[src/rtl/core/lpht_pkg.sv]
// ============================================================================
// lpht_pkg
// Shared types, constants and the modulo step for the linear-probe hash table.
// ============================================================================
`default_nettype none

package lpht_pkg;

    localparam int TABLE_DEPTH_DEF = 256;

    localparam int CAP_W  = 9;
    localparam int KEY_W  = 31;
    localparam int VAL_W  = 32;
    localparam int STAT_W = 3;

    localparam logic [CAP_W-1:0] CAP_RESET = 9'd256;

    localparam int MOD_CHUNK = 8;
    localparam int MOD_STEPS = 4;
    localparam int MOD_CNT_W = 2;
    localparam int DIV_W     = MOD_CHUNK * MOD_STEPS;

    localparam logic KIND_INSERT = 1'b0;
    localparam logic KIND_LOOKUP = 1'b1;

    typedef enum logic [STAT_W-1:0] {
        ST_INSERTED = 3'd0,
        ST_UPDATED  = 3'd1,
        ST_FOUND    = 3'd2,
        ST_MISSING  = 3'd3,
        ST_FULL     = 3'd4
    } status_t;

    typedef enum logic [2:0] {
        S_IDLE,
        S_MOD,
        S_SEED,
        S_PROBE,
        S_RESULT
    } ctrl_state_t;

    typedef struct packed {
        logic load_item;
        logic mod_step;
        logic seed;
        logic probe;
        logic load_out;
    } dp_cmd_t;

    typedef struct packed {
        logic mod_last;
        logic pre_fail;
        logic probe_fin;
        logic out_free;
    } dp_sts_t;

    // Restoring remainder over one chunk of dividend bits, MSB first.
    function automatic logic [CAP_W-1:0] mod_chunk(
        input logic [CAP_W-1:0]     rem,
        input logic [MOD_CHUNK-1:0] chunk,
        input logic [CAP_W-1:0]     cap
    );
        logic [CAP_W:0]   t;
        logic [CAP_W-1:0] r;
        r = rem;
        for (int i = 0; i < MOD_CHUNK; i++) begin
            t = {r, chunk[MOD_CHUNK-1-i]};
            if (t >= {1'b0, cap}) begin
                t = t - {1'b0, cap};
            end
            r = t[CAP_W-1:0];
        end
        return r;
    endfunction

endpackage

`default_nettype wire

[src/rtl/core/lpht_ctrl.sv]
// ============================================================================
// lpht_ctrl
// Sequencer: capture, modulo, probe seed, probe walk, result hand-off.
// ============================================================================
`default_nettype none

module lpht_ctrl (
    input  wire logic             aclk,
    input  wire logic             aresetn,
    input  wire logic             in_valid,
    output logic                  in_ready,
    input  wire lpht_pkg::dp_sts_t sts,
    output lpht_pkg::dp_cmd_t     cmd
);

    lpht_pkg::ctrl_state_t state_reg;
    lpht_pkg::ctrl_state_t state_next;

    always_ff @(posedge aclk) begin
        if (!aresetn) begin
            state_reg <= lpht_pkg::S_IDLE;
        end else begin
            state_reg <= state_next;
        end
    end

    always_comb begin
        state_next = state_reg;
        unique case (state_reg)
            lpht_pkg::S_IDLE: begin
                if (in_valid) state_next = lpht_pkg::S_MOD;
            end
            lpht_pkg::S_MOD: begin
                if (sts.mod_last) state_next = lpht_pkg::S_SEED;
            end
            lpht_pkg::S_SEED: begin
                state_next = sts.pre_fail ? lpht_pkg::S_RESULT : lpht_pkg::S_PROBE;
            end
            lpht_pkg::S_PROBE: begin
                if (sts.probe_fin) state_next = lpht_pkg::S_RESULT;
            end
            lpht_pkg::S_RESULT: begin
                if (sts.out_free) state_next = lpht_pkg::S_IDLE;
            end
            default: state_next = lpht_pkg::S_IDLE;
        endcase
    end

    always_comb begin
        cmd      = '0;
        in_ready = 1'b0;
        unique case (state_reg)
            lpht_pkg::S_IDLE: begin
                in_ready      = 1'b1;
                cmd.load_item = in_valid;
            end
            lpht_pkg::S_MOD:    cmd.mod_step = 1'b1;
            lpht_pkg::S_SEED:   cmd.seed     = 1'b1;
            lpht_pkg::S_PROBE:  cmd.probe    = 1'b1;
            lpht_pkg::S_RESULT: cmd.load_out = sts.out_free;
            default: cmd = '0;
        endcase
    end

endmodule

`default_nettype wire

[config.mk]
export PLATFORM = sky130hd
export DESIGN_NAME = lpht_ctrl
export DESIGN_NICKNAME = d
export VERILOG_FILES = /design/src/rtl/core/lpht_pkg.sv /design/src/rtl/core/lpht_ctrl.sv
export SDC_FILE = /design/constraint.sdc
export NUM_CORES = 1
export LEC_CHECK = 0
export BUFFER_PORTS_ARGS = -buffer_cell sky130_fd_sc_hd__buf_4
export CELL_PAD_IN_SITES_DETAIL_PLACEMENT = 1
export CELL_PAD_IN_SITES_GLOBAL_PLACEMENT = 2
export CORE_AREA = 2 2 39 41
export DETAILED_ROUTE_END_ITERATION = 10
export DIE_AREA = 0 0 41 43
export PLACE_DENSITY = 0.6
export SLEW_MARGIN = 20
export SYNTH_ARGS = -nofsm -noshare
export SYNTH_HDL_FRONTEND = slang
export SYNTH_SLANG_ARGS = --single-unit
[constraint.sdc]
create_clock -name aclk -period 1.5 [get_ports aclk]
set_clock_uncertainty 0.05 [all_clocks]
set_input_delay 0.45 -clock aclk [delete_from_list [all_inputs] [get_ports aclk]]
set_output_delay 0.45 -clock aclk [all_outputs]
set_load 0.05 [all_outputs]
# Word-level counts from Yosys, hierarchy flattened
# Cells that the tools add are included.
dict set report op_classes {
  n_eq_ne 8
  muxes 12
  n_reduce_logical 2
}
# operator count
set ops {}
lappend ops {{$mux 3} 5}
lappend ops {{$pmux 3 s5} 1}
lappend ops {{$ne 2x2->1 const B} 4}
lappend ops {{$eq 3x2->1 const B} 2}
lappend ops {{$mux 1} 6}
lappend ops {{$reduce_and 4->1} 1}
lappend ops {{$eq 3x1->1 const B} 1}
lappend ops {{$eq 3x3->1 const B} 1}
lappend ops {{$logic_not 3->1} 1}
dict set report word_totals {
  reg_bits 3
  inputBits 7
  output_inout_bits 6
  wordCells 23
}

# Longest topological paths before layout
# Gate-level depths: netlist (run 1).
dict set report depth {
  word_depth 3
  depth_mapped 4
  depth_no_buf 3
}

# Worst setup path before layout (run 1)
# No wires, ideal clock.
dict set report synth_path {
  path_type {register -> output}
  start {reg state_reg[2]}
  end {out cmd[4] (netlist bit)}
  arrival_ps 1992
  t_required_ps 1000
  slack_ps -992
  stages_incl_launch_ff 3
  n_path_buf 1
  cell_sequence {dfxtp_1 clkbuf_8 nor4_1}
}
# item line_no
set synth_lines {}
lappend synth_lines {{start, declared} lpht_ctrl.sv:16} ;# lpht_pkg::ctrl_state_t state_reg;
lappend synth_lines {{start signal, assigned} lpht_ctrl.sv:21} ;# state_reg <= lpht_pkg::S_IDLE;
lappend synth_lines {{start signal, assigned} lpht_ctrl.sv:23} ;# state_reg <= state_next;
lappend synth_lines {{end, declared} lpht_ctrl.sv:13} ;# output lpht_pkg::dp_cmd_t cmd

==> impl_metrics.csv, run 1 <==
group,metric,value,unit
outcome,outcome,"complete, but fails checks",
outcome,violations,"negative setup slack",
critical_path,cp.required,1000,ps
clock_network,cts_buffers,3,
timing,drv_slew,0,
critical_path,crit_chain,"nor4_4 -> buf_6",
finish,final_net_count,53,
critical_path,critPathSlowestCell,"dfxtp_4",
place,dp_hpwl,502.3,um
power,pwr-share-seq,0.251,
route,ant_nets,0,
critical_path,path_max_fanout,8,
logic_synthesis,ys_seq_elements,3,
finish,syn2layout_area_growth,99.01,%
place,port_buffers,12,
timing,fin_crit_sh,1.051,
power,switching_share,0.3670,
clock_network,cts_root_buf,"clkbuf_4",
clock_network,cts_buffer_depth,2,
power,power_frac_clock,0.328,
finish,drive_above_1_share,0.7111,
power,p_int,277.5,uW
logic_synthesis,synth_seq_area_share,0.2376,
route,first_iter_violations,0,
timing,worst_slack,-76.03,ps
power,comb_power_share,0.421,
hold_path,min_path_type,"in2reg",
timing,rsz0062_at_grt,"true",
finish,antenna_cells,0,
clock_network,insertion_delay,230,ps
timing,setup_viol,5,
die,initial_core_util,0.1826,
grt,antenna_found_initial,0,
logic_synthesis,synthCells,27,
critical_path,crit_path_end_kind,"output pin",
grt,grt_pass1_wl,1193,um
finish,n_fill_cell,171,
finish,multi_input_area,206.4,sq um
power,p_per_area,871.5,mW/mm^2
die,io_pins,13,
logic_synthesis,syn_area,252.7,sq um
power,ir_drop,0.2802,mV
route,met2_length,376,um
clock_network,cts_sinks,3,
grt,overflow,0,
power,p_leak,0.0002163,uW
critical_path,critPathLaunchType,"flop",
critical_path,crit_arrival,1080,ps
logic_synthesis,syn_area_per_cell,9.361,sq um
die,die_w,41,um
route,wirelength_met1,263,um
finish,regArea,68.82,sq um
route,dr_wl_met3,34,um
route,avgViaCountPerCell,4.213,
clock_network,cts_tree,"yes",
timing,fmax,634.5,MHz
timing,slew_headroom,0.8257,
clock_network,htree_num_levels,1,
die,core_area,0.001384,sq mm
power,switchingPower,160.9,uW
route,wl_per_cell,11.07,um
finish,largest_register_ffs,3,
logic_synthesis,synth_cell_types,16,
finish,final_core_util,0.3635,
route,wirelength,675,um
critical_path,r2r_slack,170,ps
place,preCtsSetupSlack,54.87,ps
clock_network,clkTransAtPathRegs,40,ps
die,rows,14,
grt,first_global_vias,306,
critical_path,critPathKind,"reg2out",
route,drt-pass1-iter-count,1,
route,highest_layer,"met3",
logic_synthesis,syn_nets,34,
run,max_cap_violations,0,
die,fp.dieH,43,um
critical_path,max_stage_delay,390,ps
timing,hold_violations,0,
grt,grt_max_degree,9,
route,drc_errors,0,
die,die_area,0.001763,sq mm
place,gp_congestion,0.6260,
grt,grt_usage,0.1016,
timing,tightest_slew,261.0,ps
route,via_count,257,
timing,layout_min_cycle_time,1576,ps
logic_synthesis,ys_warn_count,0,
## Yosys cell counts
cell | n | share of area
clkbuf_8 | 2 | 0.11
nor3_2 | 1 | 0.040
mux2_1 | 1 | 0.045
nor3_1 | 3 | 0.059
inv_1 | 4 | 0.059
a21oi_1 | 2 | 0.040
dfxtp_1 | 3 | 0.24
nand3b_1 | 1 | 0.030
and3b_1 | 1 | 0.035
mux4_2 | 1 | 0.089
mux2i_1 | 1 | 0.040
a2111oi_2 | 1 | 0.059
nor3b_1 | 2 | 0.059
nand2_1 | 2 | 0.030
buf_6 | 1 | 0.045
nor4_1 | 1 | 0.025
## final timing paths
check	cells after the start	start	endpoint
setup reg to reg	3	state_reg[0]	state_reg[0]
hold reg to reg	2	state_reg[2]	state_reg[0]
hold / removal	4	sts[0]	state_reg[2]
setup / recovery	2	state_reg[0]	cmd[4]
## layer usage
metal | vias to the layer above | global-route usage
met3 | 0 | 0.04712
met2 | 6 | 0.1625
met4 | 0 | 0.04000
met5 | - | 0
li1 | 130 | -
met1 | 121 | 0.1100
## worst max-delay path, delay by kind of cell, from the launching register on
family | cells | cell delay (ps)
flops | 1 | 390
simple gates | 1 | 270
buf+inv | 1 | 190
## power by group through the flow
stage               sequential (uW)  combinational (uW)  clock (uW)
floorplan                      93.2                 141           0
detailed placement              113                 165           0
CTS                             111                 186         151
finish                          110                 185         144
global route                    112                 195         160
global placement                112                 164           0
## final cells by class
class	instances	share of cell area
Inverter	4	0.02985
Multi-Input combinational cell	17	0.4104
Timing Repair Buffer	17	0.3308
Clock buffer	4	0.05224
Tap cell	16	0.03980
Sequential cell	3	0.1368
## timing repair
item / CTS / global route
setup endpoints to repair: 6 / 6
buffers inserted: 1 / 0
gates resized for setup: 12 / 0
pin swaps: 4 / 0
hold buffers: 0 / 0
## cells in the final DEF, fill, tap and decap left out, types with 2 or more instances in the layout
master    n
nor3b_4   2
buf_4     9
a21oi_1   2
buf_6     7
nor3_4    2
clkbuf_4  3
inv_1     4
dfxtp_4   2
## logic make-up after synthesis
family	share of synthesized area
AO/OA/AOI/OAI	0.09899
buffers and inverters	0.2129
AND/OR/NAND/NOR	0.2772
multiplexers	0.1733
flip-flops	0.2376
## metrics by stage
stage	cells	TNS [ps]	hold slack [ps]	total power [uW]	area, sq um
floorplan	27	-123.6	515.1	234.7	315.3
global placement	56	0	535.4	275.8	429.2
detailed placement	56	0	541.8	278.0	429.2
CTS	61	-354.4	465.1	448.0	503.0
global route	61	-599.2	478.3	467.5	503.0
finish	61	-280.3	465.4	438.3	503.0
(Power assumes the default switching activity.)
==> run 2: changes to the inputs <==
--- a/config.mk
+++ b/config.mk
@@ -12,7 +12,9 @@
 export DETAILED_ROUTE_END_ITERATION = 10
 export DIE_AREA = 0 0 41 43
 export PLACE_DENSITY = 0.6
+export SETUP_SLACK_MARGIN = 0.05
 export SLEW_MARGIN = 20
 export SYNTH_ARGS = -nofsm -noshare
 export SYNTH_HDL_FRONTEND = slang
 export SYNTH_SLANG_ARGS = --single-unit
+export TNS_END_PERCENT = 1
==> run 2 against run 1 <==
Compared with the run above: sequential power is 13% lower; the flow still finishes with violations (negative setup slack); non-clock buffer count is 2 higher; fmax is 1.7% lower; sequential share of layout area is 1.5 points lower; total power is 2.7% higher; critical path type unchanged.
==> impl_metrics.csv, run 2 (same netlist as run 1, synthesis figures left out) <==
group,metric,value,unit
critical_path,crit_path_end_kind,"output pin",
power,pwr-share-seq,0.213,
die,io_pins,13,
die,fp.dieH,43,um
power,power.total,450.1,uW
power,comb_power_share,0.482,
finish,regArea,63.81,sq um
place,port_buffers,12,
critical_path,startpoint,"state_reg[2]",
place,dp_hpwl,563.5,um
die,core_area,0.001384,sq mm
die,die_w,41,um
clock_network,cts_tree,"yes",
grt,antenna_found_initial,0,
grt,grt_usage,0.09356,
finish,layout.cells.most_common_list,"buf_4 (9), buf_6 (8), inv_1 (4)",
place,placed_area,454.2,sq um
die,rows,14,
route,drc_errors,0,
route,wirelength,676,um
finish,syn2layout_area_growth,106.4,%
die,die_area,0.001763,sq mm
critical_path,path_max_fanout,4,
run,max_cap_violations,0,
hold_path,hold_start,"sts[0]",
timing,worst_hold_slack,445.6,ps
power,switching_share,0.3488,
finish,multi_input_area,198.9,sq um
critical_path,max_stage_delay,360,ps
finish,largest_register_ffs,3,
timing,rsz0062_at_grt,"true",
finish,n_fill_cell,166,
place,gp_congestion,0.7009,
critical_path,critPathSlowestCell,"dfxtp_2",
critical_path,r2r_start,"state_reg[0]",
route,via_count,268,
clock_network,insertion_delay,230,ps
clock_network,htree_num_levels,1,
grt,grt_max_degree,8,
die,initial_core_util,0.1826,
critical_path,cp.required,1000,ps
timing,tightest_slew,256.1,ps
critical_path,crit_chain,"buf_6 -> nand2_1 -> nor3_4 -> buf_6",
finish,antenna_cells,0,
timing,hold_violations,0,
outcome,violations,"negative setup slack",
finish,drive_above_1_share,0.7021,
critical_path,crit_top_cell,"buf_6",
timing,slew_headroom,0.8290,
grt,first_global_vias,283,
clock_network,cts_buffer_depth,2,
timing,drv_slew,0,
critical_path,critPathLaunchType,"flop",
timing,fmax,623.9,MHz
timing,layout_min_cycle_time,1603,ps
timing,worst_slack,-102.7,ps
power,p_leak,0.0002222,uW
outcome,outcome,"complete, but fails checks",
clock_network,cts_buffers,3,
route,ant_nets,0,
clock_network,clkTransAtPathRegs,40,ps
power,switchingPower,157.0,uW
grt,grt_pass1_wl,1097,um
route,first_iter_violations,2,
critical_path,critPathKind,"reg2out",
clock_network,cts_root_buf,"clkbuf_4",
power,p_per_area,862.7,mW/mm^2
power,ir_drop,0.3349,mV
clock_network,cts_sinks,3,
hold_path,min_path_type,"in2reg",
power,power_frac_clock,0.305,
timing,setup_viol,6,
finish,final_net_count,55,
power,p_int,293.1,uW
grt,overflow,0,
critical_path,crit_arrival,1100,ps
route,wl_per_cell,10.73,um
timing,fin_crit_sh,1.068,
finish,final_common_cell,"buf_4",
route,drt-pass1-iter-count,2,
finish,design_area,521.8,sq um
route,avgViaCountPerCell,4.254,
run 2: cell types whose count changed in the layout (fill, tap and decap cells not counted), sizes merged:
cell and delta:
buf +2
run 2: metrics by stage:
stage	utilization	worst slack, ps	TNS, ps	instances
after floorplan	-	-121.7	-179.6	27
after global placement	0.3282	20.85	0	58
after detailed placement	0.3282	-3.321	-3.321	58
after CTS	0.3770	-126.7	-603.7	63
after global routing	0.3770	-163.2	-734.2	63
final	0.3770	-102.7	-468.9	63
run 2: path summary, 6_finish.rpt:
check | slack (ps) | end | depth (start not counted)
worst max-delay path | -100 | cmd[0] | 4
worst min-delay path | 450 | state_reg[2] | 4
worst max register to register | 280 | state_reg[0] | 3
worst min register to register | 540 | state_reg[1] | 2
run 2: metal layers:
| metal | vias up | share of wire | GRT usage |
|---|---|---|---|
| met4 | 0 | 0 | 0.06000 |
| met3 | 0 | 0.061 | 0.01571 |
| met5 | - | 0 | 0 |
| met2 | 7 | 0.55 | 0.1469 |
| li1 | 135 | - | - |
| met1 | 126 | 0.39 | 0.1100 |
run 2: power by group through the flow:
stage | logic [uW] | clock network (uW) | registers [uW]
5_1_grt | 229 | 148 | 96.7
6_report | 217 | 137 | 95.8
2_1_floorplan | 141 | 0 | 92.1
3_3_place_gp | 200 | 0 | 95.1
3_5_place_dp | 203 | 0 | 95.3
4_1_cts | 219 | 147 | 96.1
run 2: area by class of cell:
| type | count | share of cell area |
|---|---|---|
| Timing Repair Buffer | 19 | 0.3789 |
| Multi-Input combinational cell | 17 | 0.3813 |
| Clock buffer | 4 | 0.05036 |
| Sequential cell | 3 | 0.1223 |
| Inverter | 4 | 0.02878 |
| Tap cell | 16 | 0.03837 |
run 2: critical path: cells and delay by family, from the launching register on:
family | cells | cell delay, ps
flops | 1 | 360
simple gates | 2 | 210
buf+inv | 2 | 310
run 2: repair_timing:
action | CTS | global route
gates cloned | 0 | 0
endpoints found under the setup margin | 6 | 6
hold endpoints to repair | 0 | 0
hold buffers | 0 | 0
resized for setup | 11 | 0
pin swaps | 1 | 3
buffers inserted | 1 | 0
==> run 3: changes to the inputs <==
--- a/config.mk
+++ b/config.mk
@@ -13,6 +13,7 @@
 export DIE_AREA = 0 0 41 43
 export PLACE_DENSITY = 0.6
 export SETUP_SLACK_MARGIN = 0.05
+export SKIP_CTS_REPAIR_TIMING = 1
 export SLEW_MARGIN = 20
 export SYNTH_ARGS = -nofsm -noshare
 export SYNTH_HDL_FRONTEND = slang
==> run 3 against run 2 <==
Compared with the run above: the flow still finishes with violations (negative setup slack); critical endpoint unchanged; register-to-register slack got worse by 30 ps; critical path depth unchanged; global-route usage is 0.60 points lower; wire length up 2.7%; core utilization increased by 0.72 points; first-iteration DRC count stayed put; largest power group unchanged.
==> impl_metrics.csv, run 3 (same netlist as run 1, synthesis figures left out) <==
group,metric,value,unit
outcome,outcome,"complete, but fails checks",
outcome,violations,"negative setup slack",
clock_network,insertion_delay,230,ps
timing,hold_violations,0,
place,port_buffers,12,
critical_path,crit_arrival,1110,ps
finish,instances_no_fill,64,
finish,antenna_cells,0,
critical_path,max_stage_delay,360,ps
grt,antenna_found_initial,0,
route,drt-pass1-iter-count,4,
timing,setup_viol,6,
timing,fin_crit_sh,1.072,
place,dp_cells,58,
finish,largest_register_ffs,3,
critical_path,cp.depth,4,
critical_path,crit_chain,"buf_6 -> nand2_1 -> nor3_4 -> buf_6",
clock_network,cts_buffer_depth,2,
die,core_area,0.001384,sq mm
route,ant_nets,0,
timing,worst_hold_slack,445.9,ps
die,initial_core_util,0.1826,
die,die_area,0.001763,sq mm
route,wirelength,694,um
die,die_w,41,um
critical_path,startpoint,"state_reg[2]",
critical_path,critPathSlowestCell,"dfxtp_4",
finish,layout.cells.most_common_list,"buf_4 (10), buf_6 (8), inv_1 (4)",
power,p_per_area,854.2,mW/mm^2
die,io_pins,13,
timing,setup_tns,-496.0,ps
clock_network,clkTransAtPathRegs,40,ps
critical_path,critPathKind,"reg2out",
power,p_leak,0.0002279,uW
critical_path,crit_top_cell,"buf_6",
timing,drv_slew,0,
place,preCtsSetupSlack,-3.321,ps
critical_path,cp_num_buf_inv,2,
critical_path,r2r_cells,4,
grt,grt_pass1_wl,1021,um
finish,final_net_count,56,
grt,grt_max_degree,8,
power,ir_drop,0.3407,mV
critical_path,r2r_end,"state_reg[1]",
route,first_iter_violations,2,
clock_network,cts_tree,"yes",
timing,tightest_slew,267.2,ps
finish,final_common_cell,"buf_4",
route,wl_per_cell,10.84,um
grt,grt_usage,0.08753,
timing,worst_slack,-108.2,ps
hold_path,min_path_type,"in2reg",
clock_network,cts_sinks,3,
critical_path,r2r_start,"state_reg[1]",
route,drc_errors,0,
timing,slew_headroom,0.8215,
place,gp_congestion,0.7009,
die,fp.dieH,43,um
critical_path,cp.required,1000,ps
timing,fmax,621.8,MHz
finish,syn2layout_area_growth,110.4,%
critical_path,crit_family,"flip-flops",
clock_network,htree_num_levels,1,
critical_path,cp-endpoint,"cmd[0]",
critical_path,path_max_fanout,6,
clock_network,cts_buffers,3,
finish,drive_above_1_share,0.7083,
grt,first_global_vias,270,
place,dp_hpwl,563.5,um
critical_path,crit_path_end_kind,"output pin",
clock_network,cts_root_buf,"clkbuf_4",
timing,rsz0062_at_grt,"true",
critical_path,critPathLaunchType,"flop",
finish,n_fill_cell,164,
run,max_cap_violations,0,
die,rows,14,
route,avgViaCountPerCell,4.234,
grt,overflow,0,
timing,layout_min_cycle_time,1608,ps
route,via_count,271,
critical_path,r2r_slack,250,ps
-- run 3: cell types whose count changed in the layout (fill, tap and decap cells not counted), sizes merged --
cell,change
buf,+1
-- run 3: final cells by class --
class / count / area, sq um / share of cell area
multi-input combinational: 17 / 198.9 / 0.3741
clock buffer: 4 / 26.28 / 0.04941
timing repair buffer: 20 / 205.2 / 0.3859
tap: 16 / 20.02 / 0.03765
inverter: 4 / 15.01 / 0.02824
sequential: 3 / 66.31 / 0.1247
-- run 3: worst min path at each step --
stage | start | end | slack (ps) | cells past startpoint
6_report | sts[0] | state_reg[2] | 450 | 4
3_3_place_gp | state_reg[0] | state_reg[1] | 600 | 2
2_1_floorplan | state_reg[2] | state_reg[1] | 520 | 2
3_5_place_dp | state_reg[0] | state_reg[1] | 600 | 2
4_1_cts | sts[0] | state_reg[2] | 450 | 4
5_1_grt | sts[0] | state_reg[2] | 470 | 4
-- run 3: per-layer routing --
layer  vias up  share of wire  GRT usage
li1        136              -          -
met1       128           0.38     0.1003
met2         7           0.55     0.1375
met3         0          0.059    0.01571
met4         0              0    0.06000
met5         -              0          0
-- run 3: worst reg2reg max path: cells and delay by family, from the launching register on --
family                 cells  cell delay (ps)
multiplexers               1              120
buffers and inverters      2              270
AO/OA/AOI/OAI              1              360
flip-flops                 1              330
-- run 3: report_power, final --
part | switching, uW | total (uW) | internal [uW]
combinational | 112 | 221 | 108
clock | 39.6 | 139 | 99.6
sequential | 7.62 | 94.5 | 86.9
total | 160 | 454 | 295
-- run 3: through the flow --
stage	util	total power, uW	cell area, sq um
2_1_floorplan	-	233.5	312.8
3_3_place_gp	0.3282	295.0	454.2
3_5_place_dp	0.3282	298.8	454.2
4_1_cts	0.3472	445.1	480.5
5_1_grt	0.3843	479.2	531.8
6_report	0.3843	454.2	531.8
